## src/remote_stop_command_decoder_defines.svh

```systemverilog
// Assertion macros shared by the remote stop command decoder modules
`ifndef REMOTE_STOP_COMMAND_DECODER_DEFINES_SVH
`define REMOTE_STOP_COMMAND_DECODER_DEFINES_SVH

// Same-cycle implication, checked on clk outside reset
`define RSCD_ASSERT_IMP(label, ante, cons) \
    label: assert property (@(posedge clk) disable iff (!rst_n) (ante) |-> (cons)) \
        else $error("rscd check failed");

// Next-cycle implication, checked on clk outside reset
`define RSCD_ASSERT_NXT(label, ante, cons) \
    label: assert property (@(posedge clk) disable iff (!rst_n) (ante) |=> (cons)) \
        else $error("rscd check failed");

`endif

```

## src/rscd_pkg.sv

```systemverilog
// Shared types, codes and constants of the remote stop command decoder
package rscd_pkg;

    localparam int BUFFER_BYTES = 32;
    localparam int LINE_DEPTH   = BUFFER_BYTES - 1;
    localparam int COUNT_W      = $clog2(LINE_DEPTH);

    localparam int TIMEOUT_W = 17;
    localparam logic [TIMEOUT_W-1:0] TIMEOUT_RESET = TIMEOUT_W'(10000);
    localparam logic [TIMEOUT_W-1:0] IDLE_MAX      = {TIMEOUT_W{1'b1}};

    // Operation codes
    localparam logic [1:0] OP_BYTE  = 2'd0;
    localparam logic [1:0] OP_TICK  = 2'd1;
    localparam logic [1:0] OP_CLEAR = 2'd2;

    // Event codes
    localparam logic [3:0] EV_NONE    = 4'd0;
    localparam logic [3:0] EV_STOP    = 4'd1;
    localparam logic [3:0] EV_START   = 4'd2;
    localparam logic [3:0] EV_REFUSED = 4'd3;
    localparam logic [3:0] EV_EMERG   = 4'd4;
    localparam logic [3:0] EV_UNKNOWN = 4'd5;
    localparam logic [3:0] EV_OVERFL  = 4'd6;
    localparam logic [3:0] EV_RESUME  = 4'd7;
    localparam logic [3:0] EV_CLEARED = 4'd8;

    // Acknowledge codes
    localparam logic [1:0] ACK_NONE  = 2'd0;
    localparam logic [1:0] ACK_STOP  = 2'd1;
    localparam logic [1:0] ACK_START = 2'd2;

    // Command words, first character in the top byte
    localparam logic [7:0] NEWLINE = 8'h0A;
    localparam int STOP_LEN  = 4;
    localparam int START_LEN = 5;
    localparam int EMERG_LEN = 9;
    localparam logic [8*STOP_LEN-1:0]  WORD_STOP  = "STOP";
    localparam logic [8*START_LEN-1:0] WORD_START = "START";
    localparam logic [8*EMERG_LEN-1:0] WORD_EMERG = "EMERGENCY";

    // Line unit status for the item in process
    typedef struct packed {
        logic done;
        logic overflow;
        logic stop_match;
        logic start_match;
        logic emerg_match;
    } line_status_t;

    // One result item
    typedef struct packed {
        logic       stopped;
        logic       emergency;
        logic [3:0] event_res;
        logic [1:0] ack_code;
    } result_t;

endpackage

```

## src/rscd_line_buf.sv

```systemverilog
// Line buffer, fill count and command word matching
module rscd_line_buf (
    input  logic                  clk,
    input  logic                  rst_n,
    input  logic                  fire,
    input  logic                  is_byte,
    input  logic [7:0]            rx_byte,
    output rscd_pkg::line_status_t status
);
    import rscd_pkg::*;

    `include "remote_stop_command_decoder_defines.svh"

    logic [7:0]         line_mem [LINE_DEPTH];
    logic [COUNT_W-1:0] count_reg;
    logic [COUNT_W-1:0] count_next;
    logic               full;
    logic               newline;

    // Flag a full line and a line end
    assign full    = (count_reg == COUNT_W'(LINE_DEPTH - 1));
    assign newline = (rx_byte == NEWLINE);

    // Match the stored characters; the newline itself sits at count_reg
    always_comb
    begin
        status.overflow    = is_byte && full;
        status.done        = is_byte && !full && newline;
        status.stop_match  = (count_reg == COUNT_W'(STOP_LEN)) &&
            ({line_mem[0], line_mem[1], line_mem[2], line_mem[3]} == WORD_STOP);
        status.start_match = (count_reg == COUNT_W'(START_LEN)) &&
            ({line_mem[0], line_mem[1], line_mem[2], line_mem[3],
              line_mem[4]} == WORD_START);
        status.emerg_match = (count_reg == COUNT_W'(EMERG_LEN)) &&
            ({line_mem[0], line_mem[1], line_mem[2], line_mem[3], line_mem[4],
              line_mem[5], line_mem[6], line_mem[7], line_mem[8]} == WORD_EMERG);
    end

    // Advance the count, drop the line on overflow or line end
    always_comb
    begin
        count_next = count_reg;
        if (fire && is_byte)
        begin
            if (full || newline)
                count_next = '0;
            else
                count_next = count_reg + COUNT_W'(1);
        end
    end

    always_ff @(posedge clk or negedge rst_n)
    begin
        if (!rst_n)
            count_reg <= '0;
        else
            count_reg <= count_next;
    end

    // Store each received byte at the fill position
    always_ff @(posedge clk)
    begin
        if (fire && is_byte)
            line_mem[count_reg] <= rx_byte;
    end

    `RSCD_ASSERT_IMP(a_count_range, 1'b1, count_reg <= COUNT_W'(LINE_DEPTH - 1))
    `RSCD_ASSERT_NXT(a_overflow_drop, fire && status.overflow, count_reg == '0)
    `RSCD_ASSERT_NXT(a_line_end_drop, fire && status.done, count_reg == '0)

endmodule

```

## src/rscd_ctrl.sv

```systemverilog
// Stop and emergency flags, idle counter and result encoding
module rscd_ctrl (
    input  logic                               clk,
    input  logic                               rst_n,
    input  logic                               fire,
    input  logic [1:0]                         operation,
    input  rscd_pkg::line_status_t             status,
    input  logic [rscd_pkg::TIMEOUT_W-1:0]     timeout_ticks,
    output rscd_pkg::result_t                  result
);
    import rscd_pkg::*;

    `include "remote_stop_command_decoder_defines.svh"

    logic                 stop_reg;
    logic                 stop_next;
    logic                 emerg_reg;
    logic                 emerg_next;
    logic [TIMEOUT_W-1:0] idle_reg;
    logic [TIMEOUT_W-1:0] idle_next;
    logic [TIMEOUT_W-1:0] idle_inc;
    logic [3:0]           event_code;
    logic [1:0]           ack;

    // Saturating tick count
    assign idle_inc = (idle_reg < IDLE_MAX) ? idle_reg + TIMEOUT_W'(1) : idle_reg;

    // Decode the item against the current flags
    always_comb
    begin
        stop_next  = stop_reg;
        emerg_next = emerg_reg;
        idle_next  = idle_reg;
        event_code = EV_NONE;
        ack        = ACK_NONE;
        case (operation)
            OP_BYTE:
            begin
                if (status.overflow)
                    event_code = EV_OVERFL;
                else if (status.done)
                begin
                    idle_next = '0;
                    if (status.stop_match)
                    begin
                        stop_next  = 1'b1;
                        event_code = EV_STOP;
                        ack        = ACK_STOP;
                    end
                    else if (status.start_match)
                    begin
                        if (!emerg_reg)
                        begin
                            stop_next  = 1'b0;
                            event_code = EV_START;
                            ack        = ACK_START;
                        end
                        else
                            event_code = EV_REFUSED;
                    end
                    else if (status.emerg_match)
                    begin
                        stop_next  = 1'b1;
                        emerg_next = 1'b1;
                        event_code = EV_EMERG;
                        ack        = ACK_STOP;
                    end
                    else
                        event_code = EV_UNKNOWN;
                end
            end
            OP_TICK:
            begin
                idle_next = idle_inc;
                if (stop_reg && !emerg_reg && (idle_inc > timeout_ticks))
                begin
                    stop_next  = 1'b0;
                    event_code = EV_RESUME;
                    ack        = ACK_START;
                end
            end
            OP_CLEAR:
            begin
                stop_next  = 1'b0;
                emerg_next = 1'b0;
                event_code = EV_CLEARED;
            end
            default:
            begin
                event_code = EV_NONE;
            end
        endcase
    end

    assign result.stopped   = stop_next;
    assign result.emergency = emerg_next;
    assign result.event_res = event_code;
    assign result.ack_code  = ack;

    // Hold the flags and idle count, update on each processed item
    always_ff @(posedge clk or negedge rst_n)
    begin
        if (!rst_n)
        begin
            stop_reg  <= 1'b0;
            emerg_reg <= 1'b0;
            idle_reg  <= '0;
        end
        else if (fire)
        begin
            stop_reg  <= stop_next;
            emerg_reg <= emerg_next;
            idle_reg  <= idle_next;
        end
    end

    `RSCD_ASSERT_IMP(a_emerg_implies_stop, emerg_reg, stop_reg)
    `RSCD_ASSERT_NXT(a_line_end_restarts_idle,
        fire && (operation == OP_BYTE) && status.done, idle_reg == '0)
    `RSCD_ASSERT_NXT(a_clear_drops_flags,
        fire && (operation == OP_CLEAR), !stop_reg && !emerg_reg)

endmodule

```

## src/remote_stop_command_decoder.sv

```systemverilog
// Remote stop command decoder: top level with input and result registers
//
// Input channel (in_valid/in_ready) carries one transaction per item:
// operation 0 is a received byte in rx_byte, 1 a millisecond tick, 2 a
// manual emergency clear; code 3 is ignored and still gives a result.
// Output channel (out_valid/out_ready) returns exactly one result per item:
// the stop flag, the emergency latch, an event code and an ack code.
// An accepted item is decoded while it sits in the input register, and
// its result is captured in the result register and shown from there.
// Throughput is one item per cycle: the input register, the decode logic
// and the result register advance together whenever the result register
// is empty or being taken. When the receiver stalls, the result is held
// and one more item waits in the input register before in_ready drops.
// cfg_wr_en writes timeout_ticks from cfg_wr_data at once.
// Reset clears the line count, both flags, the idle counter and all valid
// bits, and sets timeout_ticks to 10000; the line storage is not cleared.
module remote_stop_command_decoder (
    input  logic                               clk,
    input  logic                               rst_n,
    input  logic                               in_valid,
    output logic                               in_ready,
    input  logic [1:0]                         operation,
    input  logic [7:0]                         rx_byte,
    output logic                               out_valid,
    input  logic                               out_ready,
    output logic                               stopped,
    output logic                               emergency,
    output logic [3:0]                         event_res,
    output logic [1:0]                         ack_code,
    input  logic                               cfg_wr_en,
    input  logic [rscd_pkg::TIMEOUT_W-1:0]     cfg_wr_data
);
    import rscd_pkg::*;

    `include "remote_stop_command_decoder_defines.svh"

    logic                 s1_valid_reg;
    logic [1:0]           op_reg;
    logic [7:0]           byte_reg;
    logic                 out_valid_reg;
    result_t              result_reg;
    result_t              result_next;
    logic [TIMEOUT_W-1:0] timeout_reg;
    logic                 advance;
    logic                 fire;
    line_status_t         status;

    // Advance when the result register is free or being taken
    assign advance  = !out_valid_reg || out_ready;
    assign fire     = s1_valid_reg && advance;
    assign in_ready = !s1_valid_reg || advance;

    // Configuration register
    always_ff @(posedge clk or negedge rst_n)
    begin
        if (!rst_n)
            timeout_reg <= TIMEOUT_RESET;
        else if (cfg_wr_en)
            timeout_reg <= cfg_wr_data;
    end

    // Input register valid
    always_ff @(posedge clk or negedge rst_n)
    begin
        if (!rst_n)
            s1_valid_reg <= 1'b0;
        else if (in_ready)
            s1_valid_reg <= in_valid;
    end

    // Input register payload
    always_ff @(posedge clk)
    begin
        if (in_valid && in_ready)
        begin
            op_reg   <= operation;
            byte_reg <= rx_byte;
        end
    end

    rscd_line_buf u_line_buf (
        .clk     (clk),
        .rst_n   (rst_n),
        .fire    (fire),
        .is_byte (op_reg == OP_BYTE),
        .rx_byte (byte_reg),
        .status  (status)
    );

    rscd_ctrl u_ctrl (
        .clk           (clk),
        .rst_n         (rst_n),
        .fire          (fire),
        .operation     (op_reg),
        .status        (status),
        .timeout_ticks (timeout_reg),
        .result        (result_next)
    );

    // Result register valid
    always_ff @(posedge clk or negedge rst_n)
    begin
        if (!rst_n)
            out_valid_reg <= 1'b0;
        else if (advance)
            out_valid_reg <= s1_valid_reg;
    end

    // Result register payload
    always_ff @(posedge clk)
    begin
        if (fire)
            result_reg <= result_next;
    end

    assign out_valid = out_valid_reg;
    assign stopped   = result_reg.stopped;
    assign emergency = result_reg.emergency;
    assign event_res = result_reg.event_res;
    assign ack_code  = result_reg.ack_code;

    `RSCD_ASSERT_IMP(a_out_emerg_stopped, out_valid_reg && result_reg.emergency,
        result_reg.stopped)
    `RSCD_ASSERT_IMP(a_out_ack_stop, out_valid_reg && (result_reg.ack_code == ACK_STOP),
        (result_reg.event_res == EV_STOP) || (result_reg.event_res == EV_EMERG))
    `RSCD_ASSERT_NXT(a_stall_keeps_input, s1_valid_reg && !advance, s1_valid_reg)

endmodule
```

## config.mk

```make
export PLATFORM = sky130hd
export DESIGN_NAME = remote_stop_command_decoder
export DESIGN_NICKNAME = d
export VERILOG_FILES = /design/src/rscd_pkg.sv /design/src/rscd_line_buf.sv /design/src/rscd_ctrl.sv /design/src/remote_stop_command_decoder.sv
export VERILOG_INCLUDE_DIRS = /design/src /design/src/src
export SDC_FILE = /design/constraint.sdc
export NUM_CORES = 1
export LEC_CHECK = 0
export ABC_CLOCK_PERIOD_IN_PS = 3000
export BUFFER_PORTS_ARGS = -buffer_cell sky130_fd_sc_hd__buf_2
export CAP_MARGIN = 20
export CORE_ASPECT_RATIO = 1.75
export CORE_MARGIN = 2
export CORE_UTILIZATION = 40
export DETAILED_ROUTE_END_ITERATION = 16
export HOLD_SLACK_MARGIN = 0.03
export PLACE_DENSITY_LB_ADDON = 0.15
export SLEW_MARGIN = 25
export SYNTH_ARGS = -nofsm -noshare
export SYNTH_HDL_FRONTEND = slang
export SYNTH_HIERARCHICAL = 1
export SYNTH_SLANG_ARGS = --single-unit
export TNS_END_PERCENT = 10
```

## constraint.sdc

```tcl
create_clock -name clk -period 3 [get_ports clk]
set_input_delay 0.6 -clock clk [delete_from_list [all_inputs] [get_ports clk]]
set_output_delay 0.6 -clock clk [all_outputs]
set_load 0.02 [all_outputs]
```

---- Yosys cells after proc, flatten, opt, wreduce, memory -nomap -nowiden ----
Memory sizes are Yosys's and may differ from the RTL's.
Index checks and enable logic that the tools add are counted.
word-level totals
  bits in registers ....................... 61
  memory bits (writable) .................. 248
  input bits .............................. 32
  output and inout bits ................... 10
  word-level logic and storage cells ...... 88
  memories ................................ 1
operators by class
  $add $sub $neg .......................... 2
  order comparisons ....................... 2
  equal/unequal tests ..................... 12
  mux-type cells .......................... 37
  reduce and logical (&&, ||, !) cells .... 21
memory list
  name                 depth  width  rd ports  clocked after Yosys merged registers in  wr ports  line                 RTL
  u_line_buf.line_mem  31     8      9         0                                        1         rscd_line_buf.sv:14  logic [7:0] line_mem [LINE_DEPTH];
operators with widths
  kind                                                                     number
  72-bit by 71-bit equality test with 1-bit output, second input constant  1
  17-bit two-way mux                                                       3
  40-bit by 39-bit equality test with 1-bit output, second input constant  1
  17-bit case mux with 2 select lines                                      1
  32-bit by 31-bit equality test with 1-bit output, second input constant  1
  17-bit by 1-bit adder with 17-bit output, second input constant          1
  17-bit greater-than comparator                                           1
  17-bit < comparator, second input constant                               1
  1-bit two-way mux                                                        17
  4-bit two-way mux                                                        4
  2-bit two-way mux                                                        6
  4-bit case mux with 3 select lines                                       1
  1-bit logical AND                                                        11
  5-bit by 3-bit equality test with 1-bit output, second input constant    2
  8-bit by 4-bit equality test with 1-bit output, second input constant    1
  5-bit by 1-bit adder with 5-bit output, second input constant            1
  5-bit by 4-bit equality test with 1-bit output, second input constant    1
  5-bit equality test, second input constant                               1
  5-bit two-way mux                                                        1
  1-bit zero test                                                          4
  2-bit != test, second input constant                                     2
  2-bit case mux with 2 select lines                                       1
  4-bit AND reduction                                                      1
  1-bit logical OR                                                         3
  7 further kinds                                                          7

---- Depth between registers and ports, before layout ----
An unclocked memory read counts as a cell.
  word-level depth ........................ 9
  depth in mapped cells ................... 15
  mapped depth without buffers ............ 12

---- Modules after synthesis ----
Netlist, hierarchy kept.
by module, submodules not included
  module                       instances  cells an instance  area an instance (um^2)
  rscd_line_buf                1          163                2877.8
  rscd_ctrl                    1          244                1895.6
  remote_stop_command_decoder  1          63                 1325.0

---- Worst setup path before layout ----
OpenSTA, ideal clock, no wires.
  kind .................................... reg-to-reg
  from .................................... register u_ctrl.idle_reg[13]
  to ...................................... register result_reg, in the netlist stopped (data pin)
  data arrival time ....................... 2.702 ns
  data required time ...................... 2.749 ns
  setup slack ............................. 0.047 ns
  stages on the path, launching flop included .. 14
  path buffers ............................ 2
  clock period less this slack ............ 2.953 ns
  cell sequence ........................... dfrtp_1 buf_2 nand4_1 or3_4 o2111ai_2 nor2_1 xnor2_1 ha_1 nand4_1 nor2_1 a311oi_1 a21oi_1 a21o_1 buf_4
between the ends
  word-level cells in the longest chain between the ends .. 6
  elaborated cells between the ends (all ways) .. 7
  those cells by class .................... add/sub (1); order compare (2); mux (3); reduce/logical (1)
RTL lines
  item                                                                                    line                                RTL
  start: declaration                                                                      rscd_ctrl.sv:19                     logic [TIMEOUT_W-1:0] idle_reg;
  start signal: assignment                                                                rscd_ctrl.sv:113                    idle_reg <= idle_next;
  17-bit by 1-bit adder with 17-bit output / 17-bit < comparator (equally long branches)  rscd_ctrl.sv:26                     assign idle_inc = (idle_reg < IDLE_MAX) ? idle_reg + TIMEOUT_W'(1) : idle_reg;
  17-bit two-way mux *                                                                    rscd_ctrl.sv:26
  17-bit greater-than comparator *                                                        rscd_ctrl.sv:75                     if (stop_reg && !emerg_reg && (idle_inc > timeout_ticks))
  1-bit logical AND *                                                                     rscd_ctrl.sv:75
  1-bit two-way mux *                                                                     rscd_ctrl.sv:75
  1-bit case mux with 3 select lines *                                                    rscd_ctrl.sv:36                     case (operation)
  named net u_ctrl.stop_next                                                              rscd_ctrl.sv:16                     logic stop_next;
  end signal: assignment                                                                  remote_stop_command_decoder.sv:113  result_reg <= result_next;
  end: declaration                                                                        remote_stop_command_decoder.sv:41   result_t result_reg;
The timed path passes the listed nets; every way through them passes the cells marked *.
A chain may end at the register's enable or synchronous reset.

==> flow_metrics.tcl <==
set metrics [dict create \
    cts-root-buf "clkbuf_16" \
    syn_to_final_growth_pct 22.3 \
    grt_setup_unrepaired "yes" \
    wl_per_cell_um 18.6 \
    yosys_most_used_dff "edfxtp_1" \
    reg2reg_from "u_ctrl/idle_reg[15]" \
    cp.arrival_ps 3220 \
    ys_warn_count 6 \
    reg2reg_depth 12 \
    yosysSeqAreaShare 0.621 \
    power.density_mw_per_mm2 629 \
    final-setup-viol-count 0 \
    irDropWorstVdd_mv 0.362 \
    grt_overflow_total 0 \
    top_usage_layer "met2" \
    io_pins 42 \
    grtUsageMet1 0.178 \
    synth_seq_cells 133 \
    worst_slack_ps 14.8 \
    num_antenna_cells 0 \
    drive_gt1_frac 0.308 \
    async_reset_ff_frac 0.323 \
    cts_buffer_depth 2 \
    coreArea_sq_mm 0.0149 \
    cts_tree "built" \
    finalInstanceArea_sq_mm 0.00746 \
    nNetsFinal 619 \
    vias 4064 \
    hold_viol 0 \
    fin_util 0.500 \
    grt_pass1_vias 4306 \
    hp-class "in2async" \
    criticalPathCategory "reg2reg" \
    fp.dieW_um 97.3 \
    largest_register_ff_count 72 \
    yosysMostFrequentCell "edfxtp_1" \
    dieArea_sq_mm 0.0163 \
    timing.final.crit_share 0.995 \
    critPathLaunch "u_ctrl/idle_reg[15]" \
    fp.dieH_um 167 \
    routabilityCongestion 0.863 \
    fin_skew_ps 10.2 \
    placed_area_sq_mm 0.00680 \
    drt_first_pass_iters 4 \
    worstPathRequired_ps 3230 \
    leakage_nw 2.94 \
    grtUsageMet3 0.0351 \
    drt-initial-drc-count 250 \
    grt_util_all_layers 0.181 \
    wl_um 14200 \
    outcome "completed" \
    clock.fmax_mhz 335 \
    synth_common_cells "edfxtp_1 (90), dfrtp_1 (38), nand2_1 (31)" \
    synth_area_leaders "edfxtp_1 (44%), dfrtp_1 (16%), ha_1 (4.5%)" \
    clk_pin_slew_worst_paths_ps 60 \
    n_fill_cell 1326 \
    grt_pass1_wl_um 22500 \
    path_max_fanout 5 \
    insertion_delay_ps 410 \
    synthesis.nets 524 \
    drc 0 \
    critPathLaunchType "flip-flop" \
    max-cap-violations 0 \
    h-tree-depth 4 \
    grt_antenna_before_repair 0 \
    synth_top_cell_by_area "edfxtp_1" \
    syn_inst 470 \
    io_buffers 41 \
    ys_types 62 \
    syn-cell-area_sq_mm 0.00610 \
    grt_start_max_net_pins 44 \
    synth_top_area_share 0.443 \
    syn_avg_cell_area_sq_um 13.0 \
    maxSlewViolCount 0 \
    start_util 0.409 \
    final.setup.tns_ps 0 \
    period_needed_ps 2990 \
    synth-edff-count 90 \
    ant_nets 0 \
    avgViaCountPerCell 5.34 \
    worst_pin_slew_ps 615 \
    clock-sinks 133 \
    dp_hpwl_um 10500 \
    maxSlewHeadroom 0.586 \
    rows 59 \
    dp_slack_ps -123 \
    crit_path_end_kind "flip-flop" \
    grtUsageMet2 0.359 \
    numCtsBuffers 17 \
]
==> final timing paths <==
check / slack, ps / end
worst min-delay path: 170 / u_ctrl/idle_reg[14]
worst min register to register: 490 / out_valid
worst max register to register: 10 / event_res[1]
max in group asynchronous: 2390 / u_ctrl/idle_reg[7]
worst max-delay path: 10 / event_res[1]
min in group clk: 360 / byte_reg[4]
==> per-layer routing <==
metal  wire (um)  part of all wire  vias up
met5           0                 0        -
met4         426             0.030        0
met3         392             0.028       23
met2        8400              0.59       86
met1        4950              0.35     2014
li1            -                 -     1941
==> logic make-up after synthesis <==
| logic type | Yosys count | share of synthesized area |
|---|---|---|
| compound gates | 76 | 0.0771 |
| xor+xnor | 14 | 0.0213 |
| fa+ha+maj | 22 | 0.0451 |
| buf+inv | 43 | 0.0332 |
| flops | 133 | 0.621 |
| mux | 18 | 0.0394 |
| simple gates | 164 | 0.163 |
==> stage by stage <==
stage                     power [mW]  hold slack, ps  instances
after floorplan                 2.52             304        470
after global placement          2.73             466        726
after detailed placement        2.74             479        726
after CTS                       4.73             340        758
after global routing            4.89             212        761
final                           4.69             174        761
==> cell type report <==
type / count / area (sq um) / area share
well taps: 183 / 229 / 0.0307
flip-flops and latches: 133 / 3790 / 0.508
repair buffers: 93 / 598 / 0.0802
clock buffers: 17 / 425 / 0.0570
multi-input cells: 294 / 2190 / 0.293
clock inverters: 15 / 134 / 0.0180
inverters: 26 / 97.6 / 0.0131
==> where the power goes <==
part / leakage (nW) / switching (mW) / internal (mW)
Clock: 0.271 / 0.875 / 1.09
Sequential: 1.35 / 0.0954 / 2.07
Combinational: 1.32 / 0.318 / 0.237
Total: 2.94 / 1.29 / 3.40
==> critical path: stages, from the launching register on <==
cell and delay (ps):
dfrtp_1 360, nand4_1 120, or3_4 470, buf_4 160, o21a_1 210, xor2_1 150
ha_1 340, nand4_1 210, nor3_2 200, a221oi_1 100, nand3_1 130, nand2_2 90
a221oi_2 270
==> layout by cell type, fill, tap and decap left out, types with 3 or more instances in the layout <==
| cell | Yosys | layout |
|---|---|---|
| nor3_2 | 2 | 4 |
| o21ai_1 | 9 | 9 |
| edfxtp_1 | 90 | 90 |
| mux2_4 | 10 | 10 |
| and4_1 | 3 | 3 |
| o31ai_1 | 3 | 3 |
| or3_4 | 3 | 3 |
| or3_1 | 6 | 6 |
| clkbuf_16 | 0 | 17 |
| nor4_1 | 4 | 4 |
| nor4b_1 | 4 | 4 |
| mux2_2 | 8 | 8 |
| nand4b_1 | 3 | 3 |
| nor2_1 | 21 | 19 |
| nor4bb_1 | 4 | 3 |
| nand3_1 | 14 | 14 |
| inv_8 | 0 | 4 |
| nand2_1 | 31 | 30 |
| a31oi_1 | 7 | 7 |
| nand4_1 | 11 | 11 |
| a21o_1 | 4 | 4 |
| xnor2_1 | 8 | 8 |
| dfstp_2 | 5 | 5 |
| ha_1 | 22 | 21 |
| inv_6 | 0 | 6 |
| nand2b_1 | 11 | 11 |
| and4b_1 | 3 | 3 |
| inv_1 | 26 | 26 |
| dfrtp_1 | 38 | 36 |
| nor3_1 | 9 | 7 |
| a211oi_1 | 3 | 3 |
| and2_1 | 13 | 13 |
| xor2_1 | 5 | 5 |
| a21oi_1 | 20 | 19 |
| o21ai_0 | 15 | 15 |
| buf_2 | 4 | 40 |
| buf_4 | 3 | 53 |
| nor2b_1 | 5 | 4 |
| nand3b_1 | 3 | 3 |
==> what timing repair did <==
item                       CTS  global route
hold buffers                 0             0
pin swaps                    1            10
setup endpoints to repair    6             6
resized for setup           10             7
buffers inserted             0             3
Power figures use the tool's default switching activity.
